--- config.mk ---
export PLATFORM = sky130hd
export DESIGN_NAME = wav_header_parser
export DESIGN_NICKNAME = d
export VERILOG_FILES = /design/src/sv/wavhp_pkg.sv /design/src/sv/wav_header_parser.sv /design/src/sv/wavhp_parse.sv /design/src/sv/wavhp_out_buf.sv
export SDC_FILE = /design/constraint.sdc
export NUM_CORES = 1
export LEC_CHECK = 0
export BUFFER_PORTS_ARGS = -buffer_cell sky130_fd_sc_hd__clkbuf_2
export CELL_PAD_IN_SITES_DETAIL_PLACEMENT = 1
export CELL_PAD_IN_SITES_GLOBAL_PLACEMENT = 1
export CORE_UTILIZATION = 42
export DETAILED_ROUTE_END_ITERATION = 8
export GPL_ROUTABILITY_DRIVEN = 0
export PLACE_DENSITY = 0.74
export SETUP_SLACK_MARGIN = 0.5
export SYNTH_ARGS = -nofsm -noshare
export SYNTH_HDL_FRONTEND = slang
export SYNTH_SLANG_ARGS = --single-unit
--- constraint.sdc ---
create_clock -name clk -period 8.5 [get_ports clk]
set_input_delay 1.7 -clock clk [delete_from_list [all_inputs] [get_ports clk]]
set_output_delay 1.7 -clock clk [all_outputs]
set_load 0.02 [all_outputs]
--- src/sv/wavhp_pkg.sv ---
`timescale 1ns / 1ps
// shared types and constants of the wav header parser
package wavhp_pkg;

	// parse phases
	typedef enum logic [2:0] {
		PH_IDLE = 3'd0,
		PH_LEN  = 3'd1,
		PH_RIFF = 3'd2,
		PH_CHDR = 3'd3,
		PH_FMT  = 3'd4,
		PH_SKIP = 3'd5,
		PH_DATA = 3'd6
	} phase_t;

	// result kinds
	typedef enum logic [1:0] {
		KIND_READY  = 2'd0,
		KIND_SAMPLE = 2'd1,
		KIND_ERROR  = 2'd2
	} kind_t;

	// error codes
	typedef enum logic [2:0] {
		ERR_SHORT    = 3'd0,
		ERR_NOT_WAVE = 3'd1,
		ERR_NOT_MONO = 3'd2,
		ERR_RATE     = 3'd3,
		ERR_NOT_8BIT = 3'd4,
		ERR_NO_FMT   = 3'd5,
		ERR_PAST_END = 3'd6
	} err_t;

	// little-endian tags as they sit in the accumulator
	localparam logic [31:0] TAG_RIFF = 32'h4646_4952;
	localparam logic [31:0] TAG_WAVE = 32'h4556_4157;
	localparam logic [31:0] TAG_FMT  = 32'h2074_6D66;
	localparam logic [31:0] TAG_DATA = 32'h6174_6164;
	localparam logic [31:0] MIN_LEN  = 32'd40;
	localparam logic [31:0] FMT_LEN  = 32'd16;

	// byte positions inside fields
	localparam logic [3:0] IDX_WORD0_END = 4'd3;
	localparam logic [3:0] IDX_WORD1_END = 4'd7;
	localparam logic [3:0] IDX_RIFF_END  = 4'd11;
	localparam logic [3:0] IDX_BITS_END  = 4'd13;
	localparam logic [3:0] IDX_FMT_END   = 4'd15;

	localparam int TDATA_W = 64;

	// one result transaction
	typedef struct packed {
		kind_t       kind;
		logic [7:0]  sample_value;
		logic [15:0] audio_rate;
		logic [31:0] sample_total;
		err_t        error_code;
		logic        last_sample;
	} res_t;

endpackage

--- src/sv/wav_header_parser.sv ---
`timescale 1ns / 1ps
// top level of the byte-serial wav header parser
//
// channel   direction  tdata                         tuser         tlast
// s_axis    in         data_byte[7:0]                first_byte    -
// m_axis    out        sample_value, audio_rate,     kind[1:0]     last_sample
//                      sample_total, error_code
//
// one byte is taken per cycle while tready is high; its result, if any, is
// registered and shows on m_axis; the parse logic works between the state
// registers and the output register; a two-entry output buffer lets input run
// while a result waits; tready falls only when both entries are full
// arst_n clears the parser to idle and empties the output buffer
module wav_header_parser (
	input  logic        clk,
	input  logic        arst_n,
	input  logic        s_axis_tvalid,
	output logic        s_axis_tready,
	input  logic [7:0]  s_axis_tdata,  // [7:0] data_byte
	input  logic        s_axis_tuser,  // [0] first_byte
	output logic        m_axis_tvalid,
	input  logic        m_axis_tready,
	// [7:0] sample_value, [23:8] audio_rate, [55:24] sample_total,
	// [58:56] error_code, [63:59] zero
	output logic [wavhp_pkg::TDATA_W-1:0] m_axis_tdata,
	output logic [1:0]  m_axis_tuser,  // [1:0] kind
	output logic        m_axis_tlast   // last_sample
);

	logic            in_fire;
	logic            res_valid;
	wavhp_pkg::res_t res;
	wavhp_pkg::res_t out_res;

	assign in_fire = s_axis_tvalid & s_axis_tready;

	// parse core
	wavhp_parse u_parse (
		.clk       (clk),
		.arst_n    (arst_n),
		.in_fire   (in_fire),
		.data_byte (s_axis_tdata),
		.first_byte(s_axis_tuser),
		.res_valid (res_valid),
		.res       (res)
	);

	// result buffer
	wavhp_out_buf u_out_buf (
		.clk      (clk),
		.arst_n   (arst_n),
		.push     (res_valid),
		.push_res (res),
		.pop_ready(m_axis_tready),
		.out_valid(m_axis_tvalid),
		.out_res  (out_res),
		.in_ready (s_axis_tready)
	);

	// pack the master side
	assign m_axis_tdata = {5'd0, out_res.error_code, out_res.sample_total,
	                       out_res.audio_rate, out_res.sample_value};
	assign m_axis_tuser = out_res.kind;
	assign m_axis_tlast = out_res.last_sample;

endmodule

--- src/sv/wavhp_parse.sv ---
`timescale 1ns / 1ps
// parser state registers and per-byte next state and result logic
module wavhp_parse (
	input  logic            clk,
	input  logic            arst_n,
	input  logic            in_fire,
	input  logic [7:0]      data_byte,
	input  logic            first_byte,
	output logic            res_valid,
	output wavhp_pkg::res_t res
);

	wavhp_pkg::phase_t phase_q, phase_d;
	logic [3:0]  idx_q, idx_d;
	logic [31:0] off_q, off_d;
	logic [31:0] len_q, len_d;
	logic [31:0] tag_q, tag_d;
	logic [31:0] acc_q, acc_d;
	logic [31:0] skip_q, skip_d;
	logic [15:0] rate_q, rate_d;
	logic        fmt_q, fmt_d;
	logic [31:0] left_q, left_d;

	// working values after a possible restart
	wavhp_pkg::phase_t eff_ph;
	logic [3:0]  eff_idx;
	logic [31:0] eff_off;
	logic [31:0] eff_acc;
	logic        eff_fmt;
	logic [15:0] eff_rate;
	logic [31:0] off_n;
	logic [31:0] acc_n;
	logic [31:0] skip_dec;
	logic [31:0] left_dec;
	logic        past_end;

	// event flags
	logic              fail_c;
	wavhp_pkg::err_t   code_c;
	logic              rdy_c;
	logic              smp_c;
	logic              nc_c;

	// restart and byte shift
	always_comb begin
		eff_ph   = first_byte ? wavhp_pkg::PH_LEN : phase_q;
		eff_idx  = first_byte ? 4'd0 : idx_q;
		eff_off  = first_byte ? 32'd0 : off_q;
		eff_acc  = first_byte ? 32'd0 : acc_q;
		eff_fmt  = first_byte ? 1'b0 : fmt_q;
		eff_rate = first_byte ? 16'd0 : rate_q;
		off_n    = eff_off + 32'd1;
		acc_n    = {data_byte, eff_acc[31:8]};
		skip_dec = (skip_q != 32'd0) ? skip_q - 32'd1 : 32'd0;
		left_dec = (left_q != 32'd0) ? left_q - 32'd1 : 32'd0;
		past_end = off_n >= len_q;
	end

	// next state
	always_comb begin
		phase_d = phase_q;
		idx_d   = idx_q;
		off_d   = off_q;
		len_d   = len_q;
		tag_d   = tag_q;
		acc_d   = acc_q;
		skip_d  = skip_q;
		rate_d  = rate_q;
		fmt_d   = fmt_q;
		left_d  = left_q;
		fail_c  = 1'b0;
		code_c  = wavhp_pkg::ERR_SHORT;
		rdy_c   = 1'b0;
		smp_c   = 1'b0;
		nc_c    = 1'b0;
		if (in_fire) begin
			phase_d = eff_ph;
			idx_d   = eff_idx;
			off_d   = eff_off;
			acc_d   = eff_acc;
			fmt_d   = eff_fmt;
			rate_d  = eff_rate;
			if (eff_ph != wavhp_pkg::PH_IDLE) begin
				off_d = off_n;
				acc_d = acc_n;
				case (eff_ph)
					wavhp_pkg::PH_LEN: begin
						if (eff_idx < wavhp_pkg::IDX_WORD0_END) begin
							idx_d = eff_idx + 4'd1;
						end else begin
							len_d = acc_n;
							idx_d = 4'd0;
							if (acc_n < wavhp_pkg::MIN_LEN) begin
								fail_c = 1'b1;
								code_c = wavhp_pkg::ERR_SHORT;
							end else begin
								phase_d = wavhp_pkg::PH_RIFF;
							end
						end
					end
					wavhp_pkg::PH_RIFF: begin
						if (eff_idx == wavhp_pkg::IDX_WORD0_END &&
						    acc_n != wavhp_pkg::TAG_RIFF) begin
							fail_c = 1'b1;
							code_c = wavhp_pkg::ERR_NOT_WAVE;
						end else if (eff_idx < wavhp_pkg::IDX_RIFF_END) begin
							idx_d = eff_idx + 4'd1;
						end else if (acc_n != wavhp_pkg::TAG_WAVE) begin
							fail_c = 1'b1;
							code_c = wavhp_pkg::ERR_NOT_WAVE;
						end else begin
							nc_c = 1'b1;
						end
					end
					wavhp_pkg::PH_CHDR: begin
						if (eff_idx == wavhp_pkg::IDX_WORD0_END) begin
							tag_d = acc_n;
						end
						if (eff_idx < wavhp_pkg::IDX_WORD1_END) begin
							idx_d = eff_idx + 4'd1;
						end else begin
							idx_d = 4'd0;
							if (tag_q == wavhp_pkg::TAG_FMT) begin
								skip_d  = (acc_n > wavhp_pkg::FMT_LEN) ?
								          acc_n - wavhp_pkg::FMT_LEN : 32'd0;
								phase_d = wavhp_pkg::PH_FMT;
							end else if (tag_q == wavhp_pkg::TAG_DATA) begin
								if (!eff_fmt) begin
									fail_c = 1'b1;
									code_c = wavhp_pkg::ERR_NO_FMT;
								end else begin
									left_d  = acc_n;
									rdy_c   = 1'b1;
									phase_d = (acc_n != 32'd0) ? wavhp_pkg::PH_DATA :
									          wavhp_pkg::PH_IDLE;
								end
							end else begin
								skip_d = acc_n;
								if (acc_n == 32'd0) begin
									nc_c = 1'b1;
								end else begin
									phase_d = wavhp_pkg::PH_SKIP;
								end
							end
						end
					end
					wavhp_pkg::PH_FMT: begin
						if (eff_idx == wavhp_pkg::IDX_WORD0_END &&
						    acc_n[31:16] != 16'd1) begin
							fail_c = 1'b1;
							code_c = wavhp_pkg::ERR_NOT_MONO;
						end else if (eff_idx == wavhp_pkg::IDX_WORD1_END &&
						             acc_n[31:16] != 16'd0) begin
							fail_c = 1'b1;
							code_c = wavhp_pkg::ERR_RATE;
						end else if (eff_idx == wavhp_pkg::IDX_BITS_END &&
						             acc_n[31:16] != 16'd1) begin
							fail_c = 1'b1;
							code_c = wavhp_pkg::ERR_NOT_8BIT;
						end else begin
							if (eff_idx == wavhp_pkg::IDX_WORD1_END) begin
								rate_d = acc_n[15:0];
							end
							if (eff_idx < wavhp_pkg::IDX_FMT_END) begin
								idx_d = eff_idx + 4'd1;
							end else begin
								fmt_d = 1'b1;
								idx_d = 4'd0;
								if (skip_q != 32'd0) begin
									phase_d = wavhp_pkg::PH_SKIP;
								end else begin
									nc_c = 1'b1;
								end
							end
						end
					end
					wavhp_pkg::PH_SKIP: begin
						skip_d = skip_dec;
						if (skip_dec == 32'd0) begin
							nc_c = 1'b1;
						end
					end
					wavhp_pkg::PH_DATA: begin
						left_d = left_dec;
						smp_c  = 1'b1;
						if (left_dec == 32'd0) begin
							phase_d = wavhp_pkg::PH_IDLE;
						end
					end
					default: begin
						phase_d = wavhp_pkg::PH_IDLE;
					end
				endcase
				// end test where a chunk header would begin
				if (nc_c) begin
					idx_d = 4'd0;
					if (past_end) begin
						fail_c = 1'b1;
						code_c = wavhp_pkg::ERR_PAST_END;
					end else begin
						phase_d = wavhp_pkg::PH_CHDR;
					end
				end
				if (fail_c) begin
					phase_d = wavhp_pkg::PH_IDLE;
					idx_d   = 4'd0;
				end
			end
		end
	end

	// result transaction
	always_comb begin
		res_valid        = fail_c | rdy_c | smp_c;
		res.kind         = wavhp_pkg::KIND_READY;
		res.sample_value = 8'd0;
		res.audio_rate   = 16'd0;
		res.sample_total = 32'd0;
		res.error_code   = wavhp_pkg::ERR_SHORT;
		res.last_sample  = 1'b0;
		if (fail_c) begin
			res.kind       = wavhp_pkg::KIND_ERROR;
			res.error_code = code_c;
		end else if (rdy_c) begin
			res.audio_rate   = eff_rate;
			res.sample_total = acc_n;
			res.last_sample  = (acc_n == 32'd0);
		end else if (smp_c) begin
			res.kind         = wavhp_pkg::KIND_SAMPLE;
			res.sample_value = data_byte;
			res.last_sample  = (left_dec == 32'd0);
		end
	end

	// state registers
	always_ff @(posedge clk or negedge arst_n) begin
		if (!arst_n) begin
			phase_q <= wavhp_pkg::PH_IDLE;
			idx_q   <= 4'd0;
			off_q   <= 32'd0;
			len_q   <= 32'd0;
			tag_q   <= 32'd0;
			acc_q   <= 32'd0;
			skip_q  <= 32'd0;
			rate_q  <= 16'd0;
			fmt_q   <= 1'b0;
			left_q  <= 32'd0;
		end else begin
			phase_q <= phase_d;
			idx_q   <= idx_d;
			off_q   <= off_d;
			len_q   <= len_d;
			tag_q   <= tag_d;
			acc_q   <= acc_d;
			skip_q  <= skip_d;
			rate_q  <= rate_d;
			fmt_q   <= fmt_d;
			left_q  <= left_d;
		end
	end

	// a result only comes from an accepted byte
	a_res_needs_fire: assert property (@(posedge clk) disable iff (!arst_n)
		res_valid |-> in_fire)
		else $error("result without accepted byte");

	// samples come only out of the data phase
	a_sample_in_data: assert property (@(posedge clk) disable iff (!arst_n)
		res_valid && res.kind == wavhp_pkg::KIND_SAMPLE |-> phase_q == wavhp_pkg::PH_DATA)
		else $error("sample outside data phase");

	// an error leaves the parser idle
	a_error_idles: assert property (@(posedge clk) disable iff (!arst_n)
		res_valid && res.kind == wavhp_pkg::KIND_ERROR |=> phase_q == wavhp_pkg::PH_IDLE)
		else $error("parser not idle after error");

	// ready with a zero count leaves the parser idle, otherwise in data
	a_ready_next: assert property (@(posedge clk) disable iff (!arst_n)
		res_valid && res.kind == wavhp_pkg::KIND_READY |=>
		(phase_q == wavhp_pkg::PH_DATA) == ($past(res.sample_total) != 32'd0))
		else $error("wrong phase after ready");

endmodule

--- src/sv/wavhp_out_buf.sv ---
`timescale 1ns / 1ps
// output register with skid stage for result transactions
module wavhp_out_buf (
	input  logic            clk,
	input  logic            arst_n,
	input  logic            push,
	input  wavhp_pkg::res_t push_res,
	input  logic            pop_ready,
	output logic            out_valid,
	output wavhp_pkg::res_t out_res,
	output logic            in_ready
);

	logic            main_vld_q;
	logic            skid_vld_q;
	wavhp_pkg::res_t main_q;
	wavhp_pkg::res_t skid_q;
	logic            pop;

	assign pop       = main_vld_q & pop_ready;
	assign out_valid = main_vld_q;
	assign out_res   = main_q;
	assign in_ready  = ~skid_vld_q;

	// valid flags
	always_ff @(posedge clk or negedge arst_n) begin
		if (!arst_n) begin
			main_vld_q <= 1'b0;
			skid_vld_q <= 1'b0;
		end else if (pop) begin
			if (skid_vld_q) begin
				skid_vld_q <= 1'b0;
			end else begin
				main_vld_q <= push;
			end
		end else if (push) begin
			if (main_vld_q) begin
				skid_vld_q <= 1'b1;
			end else begin
				main_vld_q <= 1'b1;
			end
		end
	end

	// payload
	always_ff @(posedge clk) begin
		if (pop) begin
			if (skid_vld_q) begin
				main_q <= skid_q;
			end else if (push) begin
				main_q <= push_res;
			end
		end else if (push) begin
			if (main_vld_q) begin
				skid_q <= push_res;
			end else begin
				main_q <= push_res;
			end
		end
	end

	// skid entry only behind a full output register
	a_skid_behind_main: assert property (@(posedge clk) disable iff (!arst_n)
		skid_vld_q |-> main_vld_q)
		else $error("skid holds data with empty output register");

	// a stalled push never overwrites the skid entry
	a_no_push_when_full: assert property (@(posedge clk) disable iff (!arst_n)
		skid_vld_q |-> !push)
		else $error("push into full buffer");

endmodule
==> flow_summary.json, run 1 <==
{
  "status": "complete, no violations",
  "rsz0062_at_grt": "false",
  "synth-edff-count": 124,
  "die_y_um": 211,
  "end_kind": "register",
  "grt_overflow_total": 0,
  "crit_arrival_ns": 7.27,
  "fin_tns_setup_ns": 0,
  "p_switching_mw": 1.21,
  "yosysSeqAreaShare_pct": 48.8,
  "io_buffers": 76,
  "area_growth_pct": 12.1,
  "worstPathMaxFanout": 45,
  "route.antenna.remaining_nets": 0,
  "grt_usage_pct": 28.2,
  "synthCells": 1972,
  "core_area_um2": 43200,
  "finalCriticalPeriod_ns": 7.01,
  "synth_area_leader_cell": "dfrtp_1",
  "fin_nets": 2043,
  "fill_cells": 4978,
  "hpwlAfterDp_um": 41600,
  "synth_area_um2": 18400,
  "drv_slew": 0,
  "crit_type": "in -> reg",
  "worstMarginPinSlew_ns": 1.38,
  "initialDrtViolationCount": 1237,
  "start_kind": "primary input",
  "holdBufCountCts": 0,
  "synth_fa_ha_area_share_pct": 2.79,
  "clk_transition_reported_paths_ns": 0.06,
  "hp-class": "reg -> reg",
  "sequentialPowerShare_pct": 43.9,
  "synth_cell_types": 87,
  "pwr_density_cell_nw_per_um2": 205,
  "yosysMostFrequentCell": "nand2_1",
  "synth_compound_area_share_pct": 17.3,
  "synth_xor_area_share_pct": 3.05,
  "antenna_found_initial": 3,
  "synth_flop_cell": "dfrtp_1",
  "avgSynthCellArea_um2": 9.33,
  "drive_above_1_share_pct": 11.2,
  "drtPass1Iterations": 5,
  "die_area_um2": 44600,
  "cts_setup_buffers": 0,
  "multi_input_area_um2": 8730,
  "required_ns": 8.76,
  "cts_num_sinks": 334,
  "cts_root_buf": "clkbuf_16",
  "p_total_mw": 4.24,
  "synthSimpleGateAreaFrac_pct": 22.1,
  "ys_top_cells_by_area": "dfrtp_1 29%, edfxtp_1 20%, o21ai_0 5.3%",
  "htree_levels": 2,
  "seqCellArea_um2": 8980,
  "insertion_delay_ns": 0.58,
  "hold_viol_final": 0,
  "drcViolationCount": 0,
  "yosys-mux-area-fraction_pct": 1.77,
  "yosys_warnings": 0,
  "start_util_pct": 42.6,
  "grt_pass1_wl_um": 96600,
  "numCtsBuffers": 39,
  "clk_path_buf_depth": 3,
  "intPower_mw": 3.02,
  "synthArstFlopShare_pct": 62.9,
  "drv_cap": 0,
  "cts_resized": 0,
  "grt_max_degree": 104,
  "vias_per_cell": 6.06,
  "fmax_mhz": 143,
  "synth_common_cells": "253 x nand2_1, 210 x dfrtp_1, 196 x o21ai_0",
  "max_slew_margin_pct": 7.70,
  "pwr-share-comb_pct": 13.5,
  "num_io_pins": 82,
  "core.rowCount": 76,
  "fin_crit_sh_pct": 82.4,
  "p_sw_share_pct": 28.6,
  "drt-total-wl_um": 61900,
  "wire_per_inst_um": 23.8,
  "grt_pass1_vias": 16300,
  "finalSetupViolations": 0,
  "reg2reg_slack_ns": 2.51,
  "die-width_um": 211,
  "peakVddDrop_v": 0.000140,
  "num_vias": 15800,
  "tritoncts": "yes",
  "power_leakage_nw": 8.94,
  "finClkSkew_ns": 0.0280,
  "ys_ff_latch": 334,
  "clockPowerShare_pct": 42.5,
  "netlist.area_leader.share_pct": 28.6,
  "synth_top_family_by_area": "simple AND/OR/NAND/NOR gates"
}
-- worst max-delay path: stages --
cell and delay, ns:
buf_4 0.24, nor2b_1 0.31, ha_1 0.27, nand3_1 0.12
nor3_1 0.40, nor2b_1 0.35, nand3_1 0.21, nor2_1 0.39
nand3_1 0.15, xor2_1 0.21, nor2_1 0.09, ha_1 0.34
nand4_1 0.15, or2_2 0.34, o31a_1 0.34, a31oi_2 0.27
o21ai_2 0.24, a21oi_4 0.75, buf_12 0.32
-- final timing paths --
kind / start / end / cells after the start
worst min register to register: u_parse.rate_q[14]$_DFFE_PN0P_ / u_parse.rate_q[14]$_DFFE_PN0P_ / 2
worst min-delay path: u_parse.rate_q[14]$_DFFE_PN0P_ / u_parse.rate_q[14]$_DFFE_PN0P_ / 2
worst max register to register: u_parse.off_q[0]$_DFFE_PN0P_ / u_out_buf.skid_q[44]$_DFFE_PP_ / 18
worst max-delay path: s_axis_tuser / u_out_buf.skid_q[44]$_DFFE_PP_ / 19
max in group asynchronous: arst_n / u_parse.acc_q[10]$_DFFE_PN0P_ / 2
min in group asynchronous: arst_n / u_parse.tag_q[25]$_DFFE_PN0P_ / 1
-- power by group through the flow --
stage | logic [mW] | registers [mW] | clock network [mW]
after CTS | 0.570 | 1.86 | 1.83
after global routing | 0.637 | 1.87 | 1.88
after floorplan | 0.379 | 1.84 | 0
after detailed placement | 0.562 | 1.89 | 0
after global placement | 0.542 | 1.88 | 0
final | 0.574 | 1.86 | 1.80
-- flip-flops by register name (all words and copies together) (netlist names), 3 cells and up --
register,count
u_parse.len_q,32
u_out_buf.out_res,62
u_parse.rate_q,16
u_parse.phase_q,3
u_parse.acc_q,24
u_parse.skip_q,32
u_parse.tag_q,32
u_parse.idx_q,4
u_parse.left_q,32
u_out_buf.skid_q,62
u_parse.off_q,32
-- cell usage in the layout (no fill, tap or decap), types with 10 or more instances in the layout --
cell / instances
and2_1: 28
o31ai_1: 14
o22ai_1: 26
mux2_2: 20
a21o_1: 70
inv_1: 64
nor4_1: 29
a32oi_1: 11
dfrtp_1: 210
a31oi_1: 11
and3_1: 21
nor3_1: 64
nand3_1: 39
o21ai_0: 196
ha_1: 41
buf_4: 22
nand2b_1: 49
nor2_1: 161
edfxtp_1: 124
nor3b_1: 10
mux2i_1: 10
or3_1: 23
nor2b_1: 16
clkbuf_2: 74
clkbuf_16: 39
xnor2_1: 35
nand4_1: 31
xor2_1: 29
a21oi_1: 83
a22o_1: 22
or4_1: 14
nand2_1: 252
-- per-layer routing --
| layer | track usage (%) | wire length, um |
|---|---|---|
| met4 | 12.2 | 2530 |
| met1 | 38.0 | 27100 |
| met5 | 0 | 0 |
| met2 | 45.3 | 28700 |
| met3 | 3.97 | 3490 |
-- area by class of cell --
| type | instances | area share, % |
|---|---|---|
| Clock inverter | 23 | 1.50 |
| Clock buffer | 49 | 5.16 |
| Timing Repair Buffer | 98 | 2.77 |
| Sequential cell | 334 | 43.5 |
| Multi-Input combinational cell | 1452 | 42.3 |
| Antenna cell | 1 | 0.0121 |
| Tap cell | 585 | 3.55 |
| Inverter | 64 | 1.16 |
-- cells by family (layout without fill, tap and decap cells) --
family / after synthesis / in the layout
buffers and inverters: 190 / 234
flip-flops: 334 / 334
other: 1 / 6
adder cells (fa/ha/maj): 41 / 41
multiplexers: 30 / 30
AND/OR/NAND/NOR: 804 / 804
XOR/XNOR: 64 / 64
AO/OA/AOI/OAI: 508 / 508
-- stage by stage --
step / hold slack, ns / worst slack (ns) / area, um2 / utilization [%] / std cells
2_1_floorplan: 0.440 / 0.502 / 18400 / - / 1976
3_3_place_gp: 0.454 / 1.29 / 19200 / 44.6 / 2533
3_5_place_dp: 0.462 / 1.01 / 19200 / 44.6 / 2533
4_1_cts: 0.475 / 1.51 / 20600 / 47.8 / 2605
5_1_grt: 0.492 / 1.09 / 20600 / 47.8 / 2606
6_report: 0.470 / 1.49 / 20600 / 47.8 / 2606
Note: power is estimated with default switching activity, not from simulation.
==> run 2: changes to the inputs <==
- clock period: 8.5 -> 7 ns (I/O delays scaled with it)
==> run 2 against run 1 <==
  * Critical path depth grew 3
  * Routed wire length down 0.93%
  * Critical path type unchanged
  * Total power up 19%
  * First-iteration DRC count is the same
  * Largest cell class unchanged
==> flow_summary.json, run 2 (same netlist as run 1, synthesis figures left out) <==
{
  "cts_resized": 0,
  "route.antenna.remaining_nets": 0,
  "required_ns": 7.22,
  "drive_above_1_share_pct": 11.9,
  "hpwlAfterDp_um": 41500,
  "drcViolationCount": 0,
  "io_buffers": 76,
  "final_cell_mix": "252 x nand2_1, 210 x dfrtp_1, 196 x o21ai_0",
  "mostFrequentLayoutCell": "nand2_1",
  "clockPowerShare_pct": 41.2,
  "crit_arrival_ns": 5.90,
  "cts_num_sinks": 334,
  "pwr_density_cell_nw_per_um2": 244,
  "worstPathMaxFanout": 62,
  "finalSetupViolations": 0,
  "fmax_mhz": 176,
  "die-width_um": 211,
  "fin_util_pct": 47.9,
  "finalCriticalPeriod_ns": 5.67,
  "p_switching_mw": 1.50,
  "core_area_um2": 43200,
  "tritoncts": "yes",
  "start_util_pct": 42.6,
  "grt_usage_pct": 27.9,
  "hold_viol_final": 0,
  "drv_cap": 0,
  "fin_tns_setup_ns": 0,
  "numCtsBuffers": 39,
  "fin_nets": 2052,
  "crit_type": "in -> reg",
  "num_io_pins": 82,
  "drv_slew": 0,
  "fin_crit_sh_pct": 81.0,
  "worst_path_most_repeated_cell": "buf_4",
  "power_leakage_nw": 8.95,
  "clk_path_buf_depth": 3,
  "intPower_mw": 3.55,
  "sequentialPowerShare_pct": 44.8,
  "insertion_delay_ns": 0.59,
  "start_kind": "primary input",
  "drtPass1Iterations": 5,
  "wire_per_inst_um": 23.5,
  "end_kind": "register",
  "cp.buffers_inverters": 3,
  "antenna_found_initial": 1,
  "initialDrtViolationCount": 1237,
  "peakVddDrop_v": 0.000143,
  "grt_pass1_wl_um": 95200,
  "cts_setup_buffers": 0,
  "crit_chain": "buf_4 > nor2b_1 > and3_1 > nand3_1 > nor3_1 > buf_4 > nand3_1 > nor2_1 > and2_1 > xnor2_1 > nor2_1 > ha_1 > a21o_1 > a21o_1 > a21oi_1 > o21ai_0 > a21oi_1 > o31a_1 > a31oi_4 > o21ai_4 > a32oi_4 > buf_4",
  "status": "complete, no violations",
  "cts_root_buf": "clkbuf_16",
  "die_y_um": 211,
  "die_area_um2": 44600,
  "max_slew_margin_pct": 17.5,
  "pwr-share-comb_pct": 14.0,
  "core.rowCount": 76,
  "worstMarginPinSlew_ns": 1.23,
  "num_vias": 15700,
  "fill_cells": 4961,
  "clk_transition_reported_paths_ns": 0.06,
  "rsz0062_at_grt": "false",
  "grt_overflow_total": 0,
  "max_stage_delay_ns": 0.40,
  "cp_slowest_cell": "buf_4",
  "grt_max_degree": 115,
  "hp-class": "reg -> reg",
  "finClkSkew_ns": 0.0245,
  "grt_pass1_vias": 16100,
  "vias_per_cell": 6.01,
  "cp_top_family": "compound AO/OA/AOI/OAI gates",
  "p_sw_share_pct": 29.8,
  "drt-total-wl_um": 61300,
  "holdBufCountCts": 0,
  "htree_levels": 2,
  "area_growth_pct": 12.4
}
-- run 2: stage by stage --
stage	setup WS, ns	area, um2	hold slack [ns]	total power, mW	cells
floorplan	0.151	18600	0.440	2.70	1976
global placement	0.829	19400	0.454	2.96	2542
detailed placement	0.750	19400	0.464	2.99	2542
CTS	1.32	20700	0.478	5.08	2614
global route	0.975	20700	0.485	5.25	2614
finish	1.33	20700	0.478	5.05	2615
-- run 2: path summary, 6_finish.rpt --
path,cells past startpoint,startpoint,slack (ns),to
worst max-delay path,22,s_axis_tuser,1.33,u_out_buf.out_res[54]$_DFFE_PP_
worst min-delay path,2,u_parse.rate_q[5]$_DFFE_PN0P_,0.48,u_parse.rate_q[5]$_DFFE_PN0P_
worst max register to register,21,u_parse.off_q[9]$_DFFE_PN0P_,1.98,u_out_buf.out_res[54]$_DFFE_PP_
worst min register to register,2,u_parse.rate_q[5]$_DFFE_PN0P_,0.48,u_parse.rate_q[5]$_DFFE_PN0P_
max in group asynchronous,2,arst_n,5.04,u_parse.skip_q[22]$_DFFE_PN0P_
min in group asynchronous,1,arst_n,0.83,u_parse.rate_q[0]$_DFFE_PN0P_
-- run 2: power by group through the flow --
stage,Combinational (mW),Clock (mW),Sequential [mW]
global route,0.778,2.19,2.28
detailed placement,0.694,0,2.30
CTS,0.704,2.12,2.26
global placement,0.670,0,2.29
finish,0.706,2.08,2.26
floorplan,0.466,0,2.24
-- run 2: routing by layer --
metal	wire (um)	track usage, %
met3	3810	5.69
met5	0	0
met4	2520	12.3
met1	26000	36.1
met2	29000	45.3
-- run 2: final cells by class --
| class | instances | area (um2) | area share, % |
|---|---|---|---|
| timing repair buffer | 107 | 638 | 3.09 |
| inverter | 64 | 240 | 1.16 |
| clock inverter | 21 | 249 | 1.20 |
| antenna | 1 | 2.50 | 0.0121 |
| sequential | 334 | 8980 | 43.4 |
| tap | 585 | 732 | 3.54 |
| multi-input combinational | 1452 | 8800 | 42.5 |
| clock buffer | 51 | 1040 | 5.03 |
-- run 2: worst reg2reg max path, delay by kind of cell, from the launching register on --
kind	cells	cell delay, ns
AOI/OAI and AO/OA	9	1.69
buffers and inverters	2	0.56
xor gates and xnor gates	1	0.13
DFF	1	0.38
and+or+nand+nor	8	1.58
adders and majority gates	1	0.31
==> run 3: changes to the inputs <==
- PLACE_DENSITY: 0.74 -> 0.77
- clock period: 7 -> 5.15 ns (I/O delays scaled with it)
==> run 3 against run 2 <==
  * Clock skew decreased by 0.0070 ns
  * Global-route usage increased by 1.4 points
  * Core utilization increased by 1.4 points
  * Non-clock buffer count increased by 62
  * Sequential power increased by 36%
  * Critical endpoint is now u_out_buf.skid_q[47]$_DFFE_PP_
  * Via count increased by 3.4%
  * Hold slack improved by 0.0039 ns
  * First-iteration DRC count increased by 6.5%
  * Design area increased by 2.9%
  * Sequential share of layout area decreased by 1.2 points
  * Largest power group unchanged
  * Register-to-register slack got worse by 1.2 ns
==> flow_summary.json, run 3 (same netlist as run 1, synthesis figures left out) <==
{
  "multi_input_area_um2": 8870,
  "cp_top_family": "simple AND/OR/NAND/NOR gates",
  "drtPass1Iterations": 5,
  "finClkSkew_ns": 0.0175,
  "hold_viol_final": 0,
  "seqCellArea_um2": 8980,
  "core.rowCount": 76,
  "required_ns": 5.44,
  "route.antenna.remaining_nets": 0,
  "area_growth_pct": 15.7,
  "grt_max_degree": 109,
  "numCtsBuffers": 39,
  "drcViolationCount": 0,
  "drv_slew": 0,
  "regToRegStartpoint": "u_parse.off_q[0]$_DFFE_PN0P_",
  "fin_tns_setup_ns": 0,
  "cp.buffers_inverters": 4,
  "clk_transition_reported_paths_ns": 0.06,
  "crit_arrival_ns": 4.84,
  "drive_above_1_share_pct": 14.9,
  "holdBufCountCts": 0,
  "drt-total-wl_um": 64700,
  "tritoncts": "yes",
  "reg2reg_slack_ns": 0.78,
  "antenna_found_initial": 2,
  "worstPathMaxFanout": 15,
  "clk_path_buf_depth": 3,
  "io_buffers": 76,
  "worstMarginPinSlew_ns": 1.29,
  "end_kind": "register",
  "core_area_um2": 43200,
  "vias_per_cell": 6.08,
  "cp_slowest_cell": "o31a_1",
  "drv_cap": 0,
  "grt_pass1_vias": 16800,
  "hpwlAfterDp_um": 43500,
  "peakVddDrop_v": 0.000207,
  "crit_type": "in -> reg",
  "max_stage_delay_ns": 0.29,
  "die-width_um": 211,
  "grt_usage_pct": 29.3,
  "cts_num_sinks": 334,
  "start_util_pct": 42.6,
  "place_area_um2": 19800,
  "holdPathStages": 2,
  "fmax_mhz": 220,
  "fin_crit_sh_pct": 88.3,
  "num_vias": 16300,
  "rsz0062_at_grt": "true",
  "htree_levels": 2,
  "finalSetupViolations": 0,
  "final_cell_mix": "252 x nand2_1, 210 x dfrtp_1, 195 x o21ai_0",
  "start_kind": "primary input",
  "fill_cells": 4929,
  "hp-class": "reg -> reg",
  "grt_overflow_total": 0,
  "fin_nets": 2114,
  "cts_root_buf": "clkbuf_16",
  "initialDrtViolationCount": 1318,
  "die_area_um2": 44600,
  "die_y_um": 211,
  "insertion_delay_ns": 0.58,
  "hp-start": "u_parse.rate_q[8]$_DFFE_PN0P_",
  "crit_chain": "buf_6 > nor2b_4 > ha_2 > nand3_2 > nor3_4 > nor2b_4 > nand3_4 > nor2_4 > nand4_1 > xor2_1 > nor2_1 > ha_1 > nand4_1 > or2_4 > o31a_1 > a31oi_4 > o21ai_4 > buf_6 > a21oi_4 > buf_4 > buf_16",
  "pwr_density_cell_nw_per_um2": 322,
  "grt_pass1_wl_um": 99900,
  "wire_per_inst_um": 24.2,
  "max_slew_margin_pct": 13.6,
  "design_area_um2": 21300,
  "power_leakage_nw": 9.30,
  "worstHoldEndpoint": "u_parse.rate_q[8]$_DFFE_PN0P_",
  "status": "complete, no violations",
  "ff2ff_path_depth": 20,
  "diodes": 0,
  "mostFrequentLayoutCell": "nand2_1",
  "crit_cells": 21,
  "rr_endpoint": "u_out_buf.skid_q[47]$_DFFE_PP_",
  "num_io_pins": 82,
  "finalCriticalPeriod_ns": 4.55
}
## run 3: cell types whose count changed in the layout (fill, tap and decap cells not counted), sizes merged
cell      before  now
diode          1    0
clkinv        12   16
clkinvlp       3    0
buf           33   95
inv           67   65
## run 3: what timing repair did
action                                  in CTS  in global routing
endpoints found under the setup margin     124                123
pin swaps                                    5                 13
gates cloned                                 2                  0
buffers inserted                             5                  6
resized for setup                            7                 15
## run 3: layout make-up
cell class	count	share of cell area (%)
sequential	334	42.2
multi-input combinational	1452	41.7
timing repair buffer	169	5.66
clock buffer	51	4.89
tap	585	3.44
inverter	64	1.13
clock inverter	20	0.994
## run 3: how the worst max path moves through the flow
stage            startpoint                         endpoint  slack, ns
2_1_floorplan  s_axis_tuser   u_out_buf.out_res[0]$_DFFE_PP_      -1.33
3_3_place_gp   s_axis_tuser  u_out_buf.out_res[19]$_DFFE_PP_      -0.05
3_5_place_dp   s_axis_tuser  u_out_buf.out_res[39]$_DFFE_PP_      -0.18
4_1_cts        s_axis_tuser   u_out_buf.skid_q[54]$_DFFE_PP_       0.51
5_1_grt        s_axis_tuser   u_out_buf.skid_q[35]$_DFFE_PP_       0.43
6_report       s_axis_tuser   u_out_buf.skid_q[47]$_DFFE_PP_       0.60
## run 3: through the flow
stage / setup slack, ns / util [%] / total power [mW] / hold slack (ns) / instances
after floorplan: -1.33 / - / 3.68 / 0.440 / 1976
after global placement: -0.0450 / 45.8 / 4.03 / 0.454 / 2591
after detailed placement: -0.176 / 45.8 / 4.08 / 0.468 / 2591
after CTS: 0.514 / 49.1 / 6.86 / 0.479 / 2669
after global routing: 0.433 / 49.3 / 7.07 / 0.488 / 2675
final: 0.602 / 49.3 / 6.84 / 0.482 / 2675
## run 3: routing by layer
metal  share of wire, %  vias up  track usage [%]
li1                   -     7274                -
met4                4.6        2             13.3
met5              0.020        -                0
met1                 42     8282             37.9
met3                5.5      171             4.25
met2                 48      535             48.6
## run 3: report_power, final
group          internal [mW]  switching (mW)  total (mW)
sequential              2.90           0.177        3.08
clock                   1.59            1.19        2.78
combinational          0.336           0.654       0.990
total                   4.83            2.02        6.84
## run 3: tightest hold or removal path, cell delays in order (launching register included)
cell and delay [ns]:
dfrtp_1 0.34, nand2_1 0.05, o21ai_0 0.06
